--- src/sv/sirta_pkg.sv ---
// ----------------------------------------------------------------------------
// sirta_pkg
// Shared types, constants and helpers for the radix ASCII converter.
// ----------------------------------------------------------------------------
package sirta_pkg;

  localparam int RADIX_W = 6;
  localparam int CHAR_W  = 7;

  localparam logic [RADIX_W-1:0] RADIX_MIN   = 6'd2;
  localparam logic [RADIX_W-1:0] RADIX_MAX   = 6'd36;
  localparam logic [RADIX_W-1:0] RADIX_RESET = 6'd10;

  localparam logic [CHAR_W-1:0] ASCII_MINUS = 7'h2D;
  localparam logic [CHAR_W-1:0] ASCII_ZERO  = 7'h30;
  localparam logic [CHAR_W-1:0] ASCII_A     = 7'h41;

  typedef enum logic [1:0] {
    BK_IDLE,
    BK_DIV,
    BK_SIGN,
    BK_EMIT
  } back_state_t;

  // Clamp a raw register write into the usable base range.
  function automatic logic [RADIX_W-1:0] clamp_radix(input logic [RADIX_W-1:0] r);
    logic [RADIX_W-1:0] v;
    v = r;
    if (r < RADIX_MIN) begin
      v = RADIX_MIN;
    end else if (r > RADIX_MAX) begin
      v = RADIX_MAX;
    end
    return v;
  endfunction

  // Digit value 0..35 to '0'-'9' or 'A'-'Z'.
  function automatic logic [CHAR_W-1:0] digit_glyph(input logic [RADIX_W-1:0] d);
    logic [CHAR_W-1:0] c;
    if (d < 6'd10) begin
      c = ASCII_ZERO + {1'b0, d};
    end else begin
      c = ASCII_A - 7'd10 + {1'b0, d};
    end
    return c;
  endfunction

endpackage

--- src/sv/sirta_front.sv ---
// ----------------------------------------------------------------------------
// sirta_front
// Accepts input words, splits them into sign and magnitude and holds them in
// a two-entry queue for the conversion sequencer.
// ----------------------------------------------------------------------------
module sirta_front #(
  parameter int WORD_BITS = 32
) (
  input  logic                        clk,
  input  logic                        rst,
  input  logic                        push,
  output logic                        full,
  input  logic signed [WORD_BITS-1:0] number,
  output logic                        q_valid,
  output logic                        q_neg,
  output logic [WORD_BITS-1:0]        q_mag,
  input  logic                        q_pop
);
  import sirta_pkg::*;

  logic                 ent_neg [2];
  logic [WORD_BITS-1:0] ent_mag [2];
  logic                 wr_ptr;
  logic                 rd_ptr;
  logic [1:0]           count;
  logic [WORD_BITS-1:0] raw;
  logic                 in_neg;
  logic [WORD_BITS-1:0] in_mag;
  logic                 do_push;
  logic                 do_pop;

  // Magnitude taken as unsigned, so the most negative value is exact.
  assign raw     = WORD_BITS'(number);
  assign in_neg  = raw[WORD_BITS-1];
  assign in_mag  = in_neg ? (~raw + WORD_BITS'(1)) : raw;

  assign full    = (count == 2'd2);
  assign q_valid = (count != 2'd0);
  assign q_neg   = ent_neg[rd_ptr];
  assign q_mag   = ent_mag[rd_ptr];
  assign do_push = push && !full;
  assign do_pop  = q_pop && q_valid;

  always_ff @(posedge clk) begin
    if (do_push) begin
      ent_neg[wr_ptr] <= in_neg;
      ent_mag[wr_ptr] <= in_mag;
    end
  end

  always_ff @(posedge clk) begin
    if (rst) begin
      wr_ptr <= 1'b0;
      rd_ptr <= 1'b0;
      count  <= 2'd0;
    end else begin
      if (do_push) begin
        wr_ptr <= ~wr_ptr;
      end
      if (do_pop) begin
        rd_ptr <= ~rd_ptr;
      end
      if (do_push && !do_pop) begin
        count <= count + 2'd1;
      end else if (do_pop && !do_push) begin
        count <= count - 2'd1;
      end
    end
  end

endmodule

--- src/sv/sirta_div.sv ---
// ----------------------------------------------------------------------------
// sirta_div
// Iterative divide by the radix: four quotient bits per cycle, giving one
// digit (remainder) and the remaining value (quotient) per run.
// ----------------------------------------------------------------------------
module sirta_div #(
  parameter int WORD_BITS = 32
) (
  input  logic                             clk,
  input  logic                             rst,
  input  logic                             start,
  input  logic [WORD_BITS-1:0]             dividend,
  input  logic [sirta_pkg::RADIX_W-1:0]    radix,
  output logic                             done,
  output logic [WORD_BITS-1:0]             quotient,
  output logic [sirta_pkg::RADIX_W-1:0]    remainder
);
  import sirta_pkg::*;

  localparam int PW    = ((WORD_BITS + 3) / 4) * 4;
  localparam int NSTEP = PW / 4;
  localparam int CW    = $clog2(NSTEP + 1);

  logic [PW-1:0]      acc;
  logic [PW-1:0]      acc_next;
  logic [RADIX_W-1:0] rem;
  logic [RADIX_W-1:0] rem_next;
  logic [CW-1:0]      cnt;
  logic               busy;

  // Four restoring steps; the dividend drains from the top of acc while
  // quotient bits fill in from the bottom.
  always_comb begin
    logic [PW-1:0]      a;
    logic [RADIX_W-1:0] r;
    logic [RADIX_W:0]   t;
    a = acc;
    r = rem;
    for (int k = 0; k < 4; k++) begin
      t = {r, a[PW-1]};
      a = {a[PW-2:0], 1'b0};
      if (t >= {1'b0, radix}) begin
        t    = t - {1'b0, radix};
        a[0] = 1'b1;
      end
      r = t[RADIX_W-1:0];
    end
    acc_next = a;
    rem_next = r;
  end

  always_ff @(posedge clk) begin
    if (rst) begin
      busy <= 1'b0;
      done <= 1'b0;
      cnt  <= '0;
    end else begin
      done <= 1'b0;
      if (start) begin
        busy <= 1'b1;
        cnt  <= CW'(NSTEP);
      end else if (busy) begin
        cnt <= cnt - CW'(1);
        if (cnt == CW'(1)) begin
          busy <= 1'b0;
          done <= 1'b1;
        end
      end
    end
  end

  always_ff @(posedge clk) begin
    if (start) begin
      acc <= PW'(dividend);
      rem <= '0;
    end else if (busy) begin
      acc <= acc_next;
      rem <= rem_next;
    end
  end

  assign quotient  = acc[WORD_BITS-1:0];
  assign remainder = rem;

endmodule

--- src/sv/sirta_back.sv ---
// ----------------------------------------------------------------------------
// sirta_back
// Conversion sequencer: runs the divider once per digit, stacks the digits,
// then sends a minus sign for a negative value and the digits most
// significant first through an output register.
// ----------------------------------------------------------------------------
module sirta_back #(
  parameter int WORD_BITS = 32
) (
  input  logic                             clk,
  input  logic                             rst,
  input  logic                             q_valid,
  input  logic                             q_neg,
  input  logic [WORD_BITS-1:0]             q_mag,
  output logic                             q_pop,
  input  logic [sirta_pkg::RADIX_W-1:0]    radix,
  input  logic                             pop,
  output logic                             empty,
  output logic [sirta_pkg::CHAR_W-1:0]     character,
  output logic                             last_char
);
  import sirta_pkg::*;

  localparam int DW = $clog2(WORD_BITS + 1);

  back_state_t          state;
  back_state_t          state_next;
  logic                 neg;
  logic [RADIX_W-1:0]   stk [WORD_BITS];
  logic [DW-1:0]        depth;
  logic                 out_valid;
  logic                 out_free;
  logic                 out_load;
  logic [CHAR_W-1:0]    out_char;
  logic                 out_last;
  logic                 dig_push;
  logic                 dig_pop;
  logic                 div_start;
  logic [WORD_BITS-1:0] div_dividend;
  logic                 div_done;
  logic [WORD_BITS-1:0] div_quo;
  logic [RADIX_W-1:0]   div_rem;
  logic                 quo_zero;

  sirta_div #(
    .WORD_BITS (WORD_BITS)
  ) u_div (
    .clk       (clk),
    .rst       (rst),
    .start     (div_start),
    .dividend  (div_dividend),
    .radix     (radix),
    .done      (div_done),
    .quotient  (div_quo),
    .remainder (div_rem)
  );

  assign quo_zero = (div_quo == '0);
  assign out_free = !out_valid || pop;
  assign empty    = !out_valid;

  always_comb begin
    state_next = state;
    unique case (state)
      BK_IDLE: begin
        if (q_valid) state_next = BK_DIV;
      end
      BK_DIV: begin
        if (div_done && quo_zero) state_next = neg ? BK_SIGN : BK_EMIT;
      end
      BK_SIGN: begin
        if (out_free) state_next = BK_EMIT;
      end
      BK_EMIT: begin
        if (out_free && depth == DW'(1)) state_next = BK_IDLE;
      end
      default: state_next = BK_IDLE;
    endcase
  end

  always_comb begin
    q_pop        = 1'b0;
    div_start    = 1'b0;
    div_dividend = div_quo;
    dig_push     = 1'b0;
    dig_pop      = 1'b0;
    out_load     = 1'b0;
    out_char     = digit_glyph(stk[0]);
    out_last     = 1'b0;
    unique case (state)
      BK_IDLE: begin
        q_pop        = q_valid;
        div_start    = q_valid;
        div_dividend = q_mag;
      end
      BK_DIV: begin
        dig_push  = div_done;
        div_start = div_done && !quo_zero;
      end
      BK_SIGN: begin
        out_load = out_free;
        out_char = ASCII_MINUS;
      end
      BK_EMIT: begin
        out_load = out_free;
        dig_pop  = out_free;
        out_last = (depth == DW'(1));
      end
      default: begin
        q_pop = 1'b0;
      end
    endcase
  end

  always_ff @(posedge clk) begin
    if (rst) begin
      state     <= BK_IDLE;
      depth     <= '0;
      out_valid <= 1'b0;
    end else begin
      state <= state_next;
      if (dig_push) begin
        depth <= depth + DW'(1);
      end else if (dig_pop) begin
        depth <= depth - DW'(1);
      end
      if (out_load) begin
        out_valid <= 1'b1;
      end else if (pop) begin
        out_valid <= 1'b0;
      end
    end
  end

  // Digit stack: newest digit always at the bottom entry.
  always_ff @(posedge clk) begin
    if (dig_push) begin
      stk[0] <= div_rem;
      for (int i = 1; i < WORD_BITS; i++) begin
        stk[i] <= stk[i-1];
      end
    end else if (dig_pop) begin
      for (int i = 0; i < WORD_BITS - 1; i++) begin
        stk[i] <= stk[i+1];
      end
    end
  end

  always_ff @(posedge clk) begin
    if (q_pop) begin
      neg <= q_neg;
    end
    if (out_load) begin
      character <= out_char;
      last_char <= out_last;
    end
  end

  a_depth_bound: assert property (@(posedge clk) disable iff (rst)
    depth <= DW'(WORD_BITS))
    else $error("digit stack overflow");

  a_emit_has_digit: assert property (@(posedge clk) disable iff (rst)
    state == BK_EMIT |-> depth != '0)
    else $error("emitting from an empty digit stack");

  a_done_in_div: assert property (@(posedge clk) disable iff (rst)
    div_done |-> state == BK_DIV)
    else $error("divider finished outside the divide phase");

  a_last_ends_item: assert property (@(posedge clk) disable iff (rst)
    out_load && out_last |=> state == BK_IDLE && depth == '0)
    else $error("last character sent with digits left");

endmodule

--- src/sv/signed_int_to_radix_ascii_core.sv ---
// ----------------------------------------------------------------------------
// signed_int_to_radix_ascii_core
// Signed integer to ASCII text in a base from 2 to 36, one character per word.
// ----------------------------------------------------------------------------
// Each digit takes one divider run, which resolves four quotient bits per
// cycle; characters then leave one per cycle while the reader keeps popping.
// A two-entry input queue takes new words while the sequencer is busy.
// Reset empties the queue and output register and sets the radix to 10.
module signed_int_to_radix_ascii_core #(
  parameter int WORD_BITS = 32
) (
  input  logic                           clk,
  input  logic                           rst,
  input  logic                           push,
  output logic                           full,
  input  logic signed [WORD_BITS-1:0]    number,
  input  logic                           pop,
  output logic                           empty,
  output logic [sirta_pkg::CHAR_W-1:0]   character,
  output logic                           last_char,
  input  logic                           radix_we,
  input  logic [sirta_pkg::RADIX_W-1:0]  radix
);
  import sirta_pkg::*;

  logic [RADIX_W-1:0]   base;
  logic                 q_valid;
  logic                 q_neg;
  logic [WORD_BITS-1:0] q_mag;
  logic                 q_pop;

  // Hold the clamped base so the divider sees only 2..36.
  always_ff @(posedge clk) begin
    if (rst) begin
      base <= RADIX_RESET;
    end else if (radix_we) begin
      base <= clamp_radix(radix);
    end
  end

  sirta_front #(
    .WORD_BITS (WORD_BITS)
  ) u_front (
    .clk     (clk),
    .rst     (rst),
    .push    (push),
    .full    (full),
    .number  (number),
    .q_valid (q_valid),
    .q_neg   (q_neg),
    .q_mag   (q_mag),
    .q_pop   (q_pop)
  );

  sirta_back #(
    .WORD_BITS (WORD_BITS)
  ) u_back (
    .clk       (clk),
    .rst       (rst),
    .q_valid   (q_valid),
    .q_neg     (q_neg),
    .q_mag     (q_mag),
    .q_pop     (q_pop),
    .radix     (base),
    .pop       (pop),
    .empty     (empty),
    .character (character),
    .last_char (last_char)
  );

endmodule
--- config.mk ---
export PLATFORM = sky130hd
export DESIGN_NAME = signed_int_to_radix_ascii_core
export DESIGN_NICKNAME = d
export VERILOG_FILES = /design/src/sv/sirta_pkg.sv /design/src/sv/sirta_front.sv /design/src/sv/sirta_div.sv /design/src/sv/sirta_back.sv /design/src/sv/signed_int_to_radix_ascii_core.sv
export SDC_FILE = /design/constraint.sdc
export NUM_CORES = 1
export LEC_CHECK = 0
export BUFFER_PORTS_ARGS = -buffer_cell sky130_fd_sc_hd__buf_2
export CAP_MARGIN = 40
export CORE_AREA = 8 8 141 275
export DETAILED_ROUTE_END_ITERATION = 8
export DIE_AREA = 0 0 149 283
export GPL_TIMING_DRIVEN = 1
export PLACE_DENSITY = 0.69
export SYNTH_ARGS = -nofsm -noshare
export SYNTH_HDL_FRONTEND = slang
export SYNTH_SLANG_ARGS = --single-unit
--- constraint.sdc ---
create_clock -name clk -period 9.1 [get_ports clk]
set_clock_uncertainty 0.2 [all_clocks]
set_input_delay 0.455 -clock clk [delete_from_list [all_inputs] [get_ports clk]]
set_output_delay 0.455 -clock clk [all_outputs]
set_load 0.01 [all_outputs]
* Word-level counts from Yosys, hierarchy flattened
Memories as Yosys holds them, arrays and structs flattened. A register that Yosys moved wholly into a read port is not among the register bits. Index checks and enable logic that the tools add are counted.
Storage, ports and cells: bits in writable memories 258, logic and storage cells 186, input port bits 43, bits in registers 71, memories kept 3
Cells by class: add/subtract/negate cells 12, bitwise logic cells 35, mux-type cells 78, reduce and logical (&&, ||, !) cells 25, equality and inequality tests 11, magnitude comparators 7
Memories:
- u_back.stk | depth 32, width 6, rd ports 32, clocked after Yosys merged registers in 0, wr ports 32, RTL line sirta_back.sv:29 | logic [RADIX_W-1:0] stk [WORD_BITS];
- u_front.ent_mag | depth 2, width 32, rd ports 1, clocked after Yosys merged registers in 1, wr ports 1, RTL line sirta_front.sv:22 | logic [WORD_BITS-1:0] ent_mag [2];
- u_front.ent_neg | depth 2, width 1, rd ports 1, clocked after Yosys merged registers in 1, wr ports 1, RTL line sirta_front.sv:21 | logic ent_neg [2];
Operators with widths (count):
- $mux W6 | 39
- $mux W32 | 4
- $add A32 B1 Y32 const B | 1
- $logic_not A32 Y1 | 1
- $not A32 Y32 | 1
- $or A1 B1 Y1 | 31
- $ge A7 B6 Y1 | 4
- $mux W1 | 24
- $sub A6 B6 Y6 | 4
- $add A6 B6 Y7 const A | 2
- $mux W2 | 6
- $reduce_bool A2 Y1 | 5
- $mux W4 | 2
- $ne A2 B1 Y1 const B | 4
- $pmux W2 S4 | 1
- $logic_and A1 B1 Y1 | 7
- $mux W7 | 1
- $add A6 B1 Y6 const B | 1
- $eq A2 B2 Y1 const B | 3
- $eq A6 B1 Y1 const B | 1
- $gt A6 B6 Y1 const B | 1
- $lt A6 B2 Y1 const B | 1
- $lt A6 B4 Y1 const B | 1
- $sub A6 B1 Y6 const B | 1
- other kinds (15) | 22

* Logic depth before layout (Yosys ltp)
depth after elaboration 10, gate-level depth with buffers 33, mapped depth without buffers 31

* Modules after synthesis
From an unflattened synthesis, not the netlist that was laid out.
Unflattened totals: cell total of the unflattened synthesis 1273, area, all modules 16259.3 um^2
Modules (own cells, without submodules):
- sirta_back | cells each 736, instances 1, area an instance 9585.4 um^2, sequential area each 6216.0 um^2
- sirta_front | cells each 222, instances 1, area an instance 3313.2 um^2, sequential area each 2082.0 um^2
- sirta_div | cells each 284, instances 1, area an instance 3093.0 um^2, sequential area each 1201.2 um^2
- signed_int_to_radix_ascii_core | cells each 31, instances 1, area an instance 267.8 um^2, sequential area each 120.1 um^2

* Least setup slack after synthesis
Ideal clock, no wire load.
path type register -> register, start point register base[1], end point register u_back.u_div.acc[0], in the netlist u_back.u_div.quotient[0] (data pin), data required time 8632 ps, stages on the path, launching flop included 33, path slack 1649 ps, period minus slack after synthesis 7451 ps, buffers on the path 2, arrival time 6982 ps, setup time 268 ps, cells stage by stage dfxtp_1 > inv_1 > ha_1 > nand2_1 > o21ai_1 > a21o_1 > clkbuf_1 > mux2_2 > inv_1 > ha_1 > nor2b_1 > o31a_1 > o31ai_1 > o2111ai_1 > o21ai_0 > inv_1 > ha_1 > nand2b_1 > a21oi_1 > o41ai_1 > nand2b_1 > a221oi_4 > mux2i_1 > ha_1 > nor2b_1 > o21ai_0 > a21oi_1 > o21ai_0 > a21oi_1 > or3_1 > clkbuf_1 > nand3_1 > o21ai_0
On the way: longest elaborated chain between the ends 10, elaborated cells between the ends (all ways) 13, those cells by class 3 x add/sub; 4 x order compare; 6 x mux
RTL lines:
- start, declared | RTL line signed_int_to_radix_ascii_core.sv:26 | logic [RADIX_W-1:0] base;
- start signal, assigned | RTL line signed_int_to_radix_ascii_core.sv:37 | base <= clamp_radix(radix);
- $sub A6 B6 Y6 or $ge A7 B6 Y1 (tied branches) | RTL line sirta_div.sv:43, sirta_div.sv:42
- $mux W6 | RTL line sirta_div.sv:42 | if (t >= {1'b0, radix}) begin
- $sub A6 B6 Y6 or $ge A7 B6 Y1 (tied branches) | RTL line sirta_div.sv:43, sirta_div.sv:42
- $mux W6 | RTL line sirta_div.sv:42
- $sub A6 B6 Y6 or $ge A7 B6 Y1 (tied branches) | RTL line sirta_div.sv:43, sirta_div.sv:42
- $mux W6 | RTL line sirta_div.sv:42
- $ge A7 B6 Y1 (*) | RTL line sirta_div.sv:42
- $mux W1 (*) | RTL line sirta_div.sv:42
- $mux W32 (*) | RTL line sirta_div.sv:76 | end else if (busy) begin
- $mux W32 (*) | RTL line sirta_div.sv:73 | if (start) begin
- end signal, assigned | RTL line sirta_div.sv:74 | acc <= PW'(dividend);
- end signal, assigned | RTL line sirta_div.sv:77 | acc <= acc_next;
- end, declared | RTL line sirta_div.sv:24 | logic [PW-1:0] acc;
Mark *: on every way between the ends. The rest lies on a longest branch, timed or not. The select of a mux whose other input is x is not followed. A chain may end at the register's enable or synchronous reset.

* Final worst setup path
Ends and elaborated chain as after synthesis.

==> flow_summary.ini <==
[min_path]
holdCritStartpoint = radix[0]
timing.hold.worst_path_depth = 3
min_to = base[0]
worst_hold_path_type = in2reg

[timing]
period_needed_ns = 8.33
setup_viol_count_final = 0
tightestPinTransition_ns = 0.868
finalHoldWorstSlack_ns = 0.0223
final_hold_viol_count = 0
fmaxAchievable_mhz = 120
rsz_0062_raised_after_global_routing = false
layout_worst_path_cycle_share_pct = 91.5
maxSlewViolCount = 0
worst_slew_margin_rel_pct = 42.1
fin_tns_setup_ns = 0

[placed_design]
place_congestion = 0.892
dp.final_hpwl_um = 19400
port-buffer-count = 52

[flow_run]
maxCapViolCount = 0

[power_and_ir_drop]
power_mw = 6.52
power.density_mw_per_mm2 = 368
leakagePower_nw = 6.92
max-vdd-ir-drop_v = 0.000273

[floorplan]
floorplan.die_area_mm2 = 0.0422
initial_core_util_pct = 44.3
die_h_um = 283
die_x_um = 149
design.core.area_mm2 = 0.0353
std_cell_rows = 98
pin_count = 53

[synth]
synth_cells = 1494
yosys_warning_total = 0
fraction_of_registers_with_async_set_or_reset_after_synthesis_pct = 0
seq_total_area_yosys_pct = 61.4
number_of_enable_flip_flop_cells_after_synthesis = 299
netlist-cell-type-count = 58
synth_top_flop_cell = sky130_fd_sc_hd__edfxtp_1
ys_ff_latch = 331
syn_area_per_cell_um2 = 10.5
post_synth_instance_area_mm2 = 0.0157
synth.net_count = 1579

[run_status]
outcome = complete, no violations

[final_layout]
final_layout_size_suffix_gt1_share_pct = 9.80
ff_latch_area_mm2 = 0.00962
top_library_cells_by_usage_in_the_layout_fill_and_taps_aside = 611 x sky130_fd_sc_hd__nand2_1, 299 x sky130_fd_sc_hd__edfxtp_1, 64 x sky130_fd_sc_hd__o21ai_0, 52 x sky130_fd_sc_hd__buf_2
area_overhead_vs_synth_pct = 13.3
multi_input_comb_area_mm2 = 0.00570
nFillCells = 3208
antenna_cells_inserted = 0
num-nets-final = 1631
layout_commonest_cell = sky130_fd_sc_hd__nand2_1

[global_routing]
grt_use_total_pct = 14.3
grt_start_max_net_pins = 90
antenna_found_initial = 0
gr-total-overflow = 0
first_global_vias = 10300
first_pass_grt_wire_length_um = 50700

[critical_path]
critical_path.max_fanout = 9
timing.critical_path.arrival_ns = 8.46
worstSetupPathType = reg2reg
ff2ff_path_depth = 30
cp.required_ns = 9.23
critPathMaxStageDelay_ns = 0.49
worst_r2r_startpoint = base[1]
reg2reg_slack_ns = 0.77
critical-path-top-cell-by-count = sky130_fd_sc_hd__ha_1
worstSetupEndpointType = flip-flop
crit_slowest_cell = sky130_fd_sc_hd__dfxtp_1
critical_path.reg2reg.endpoint = u_back.u_div.quotient[0]
critical_path.startpoint_type = flip-flop

[routing]
detail_route.wl_per_cell_um = 15.0
dr.pass1.iters = 5
postRouteWirelength_um = 30200
detailroute.via_count = 10500
via_count_normalized_by_instance_count = 5.17
post_detailed_route_drc_marker_count = 0
drtAntennaViolNets = 0
dr.first_iter.drc_count = 662

[clock_tree]
clkTransAtPathRegs_ns = 0.07
number_of_clock_sinks_seen_by_cts = 331
cts_max_level = 1
cts_buffer_depth = 3
clock_latency_ns = 0.58
root_buffer = sky130_fd_sc_hd__clkbuf_16
cts_made_buffers = 31
tritoncts = yes
[timing repair]
| action | 4_1_cts | 5_1_grt |
|---|---|---|
| setup endpoints to repair | 0 | 7 |
| endpoints found under the hold margin | 12 | 0 |
| gates resized for setup | 0 | 3 |
| hold buffers | 10 | 0 |
| buffers inserted | 0 | 5 |
[synth_stat cells, types with 4 or more instances]
cell,count,area share (%)
sky130_fd_sc_hd__nand2_1,613,15
sky130_fd_sc_hd__a21o_1,6,0.29
sky130_fd_sc_hd__nand2b_1,10,0.40
sky130_fd_sc_hd__nor2b_1,9,0.36
sky130_fd_sc_hd__xor2_1,12,0.67
sky130_fd_sc_hd__clkbuf_1,58,1.4
sky130_fd_sc_hd__nor2_1,46,1.1
sky130_fd_sc_hd__or4_4,5,0.36
sky130_fd_sc_hd__o21ai_1,5,0.16
sky130_fd_sc_hd__nand3_1,16,0.51
sky130_fd_sc_hd__a21oi_1,31,0.99
sky130_fd_sc_hd__and3_1,6,0.24
sky130_fd_sc_hd__o21ai_0,65,2.1
sky130_fd_sc_hd__a311oi_1,5,0.28
sky130_fd_sc_hd__dfxtp_1,32,4.1
sky130_fd_sc_hd__or4_1,5,0.24
sky130_fd_sc_hd__mux2_2,11,0.79
sky130_fd_sc_hd__edfxtp_1,299,57
sky130_fd_sc_hd__mux2i_1,38,2.4
sky130_fd_sc_hd__buf_1,5,0.12
sky130_fd_sc_hd__nand4_1,6,0.24
sky130_fd_sc_hd__or3_1,6,0.24
sky130_fd_sc_hd__inv_1,44,1.1
sky130_fd_sc_hd__ha_1,38,3.0
sky130_fd_sc_hd__nor4_1,13,0.52
sky130_fd_sc_hd__a221oi_1,4,0.22
sky130_fd_sc_hd__fa_1,4,0.51
sky130_fd_sc_hd__o31ai_1,8,0.38
sky130_fd_sc_hd__nor3_1,9,0.29
sky130_fd_sc_hd__o41ai_1,4,0.22
sky130_fd_sc_hd__xnor2_1,44,2.5
[logic make-up after synthesis]
| family | count (synthesis) | synth area share, % |
|---|---|---|
| xor gates and xnor gates | 56 | 3.13 |
| adders and majority gates | 42 | 3.55 |
| muxes | 49 | 3.22 |
| buffers and inverters | 107 | 2.56 |
| and+or+nand+nor | 751 | 19.7 |
| AOI/OAI and AO/OA | 158 | 6.46 |
| DFF | 331 | 61.4 |
[critical path, delay by kind of cell (launching register included)]
family / cells / cell delay [ns]
buf+inv: 3 / 0.39
flops: 1 / 0.49
simple gates: 7 / 1.20
mux: 2 / 0.85
fa+ha+maj: 4 / 1.20
compound gates: 14 / 3.75
[layout make-up]
type,instances,share of cell area (%)
Sequential cell,331,54.2
Clock inverter,25,1.56
Inverter,44,0.931
Tap cell,450,3.17
Clock buffer,33,4.42
Timing Repair Buffer,82,3.54
Multi-Input combinational cell,1056,32.1
[through the flow]
step	cells	util [%]	cell area [µm²]	setup slack (ns)
6_report	2021	50.2	17700	0.769
5_1_grt	2021	50.2	17700	0.0937
4_1_cts	2016	50.1	17700	0.408
3_5_place_dp	1948	46.8	16500	0.534
3_3_place_gp	1941	46.3	16400	0.738
2_1_floorplan	1494	-	15700	1.65
[registers in the layout, indices dropped and copies added (netlist names), named ones only]
signal and count:
u_back.u_div.busy 1, u_back.u_div.done 1, u_back.u_div.cnt 4, u_back.out_valid 1
u_back.depth 6, u_front.ent_mag 64, u_front.rd_ptr 1, u_back.neg 1
u_front.count 2, base 6, u_front.ent_neg 2, u_back.state 2
u_back.last_char 1, u_back.u_div.quotient 32, u_front.wr_ptr 1, u_back.character 7
u_back.stk 192, u_back.u_div.remainder 6
[metal layers]
metal,global-route usage (%),routed length (µm),vias up,share of wire [%]
met5,0,0,-,0
met4,4.24,581,0,1.9
met3,2.03,1130,43,3.7
met2,24.0,14800,173,49
met1,18.8,13700,4982,45
li1,-,-,5255,-
[where the power goes]
| part | leakage, nW | internal (mW) | switching [mW] |
|---|---|---|---|
| clock | 0.510 | 0.771 | 0.579 |
| sequential | 3.00 | 2.07 | 0.161 |
| combinational | 3.41 | 1.25 | 1.70 |
[how the worst max path moves through the flow]
stage / from / end / slack, ns / depth (start not counted)
after floorplan: base[1] / u_back.u_div.quotient[0] / 1.65 / 32
after global placement: base[1] / u_back.u_div.remainder[5] / 0.74 / 30
after detailed placement: base[1] / u_back.u_div.remainder[5] / 0.53 / 30
after CTS: base[1] / u_back.u_div.remainder[4] / 0.41 / 30
after global routing: base[1] / u_back.u_div.remainder[4] / 0.09 / 30
final: base[1] / u_back.u_div.quotient[0] / 0.77 / 30
No activity file was read; power rests on OpenSTA's default activity.
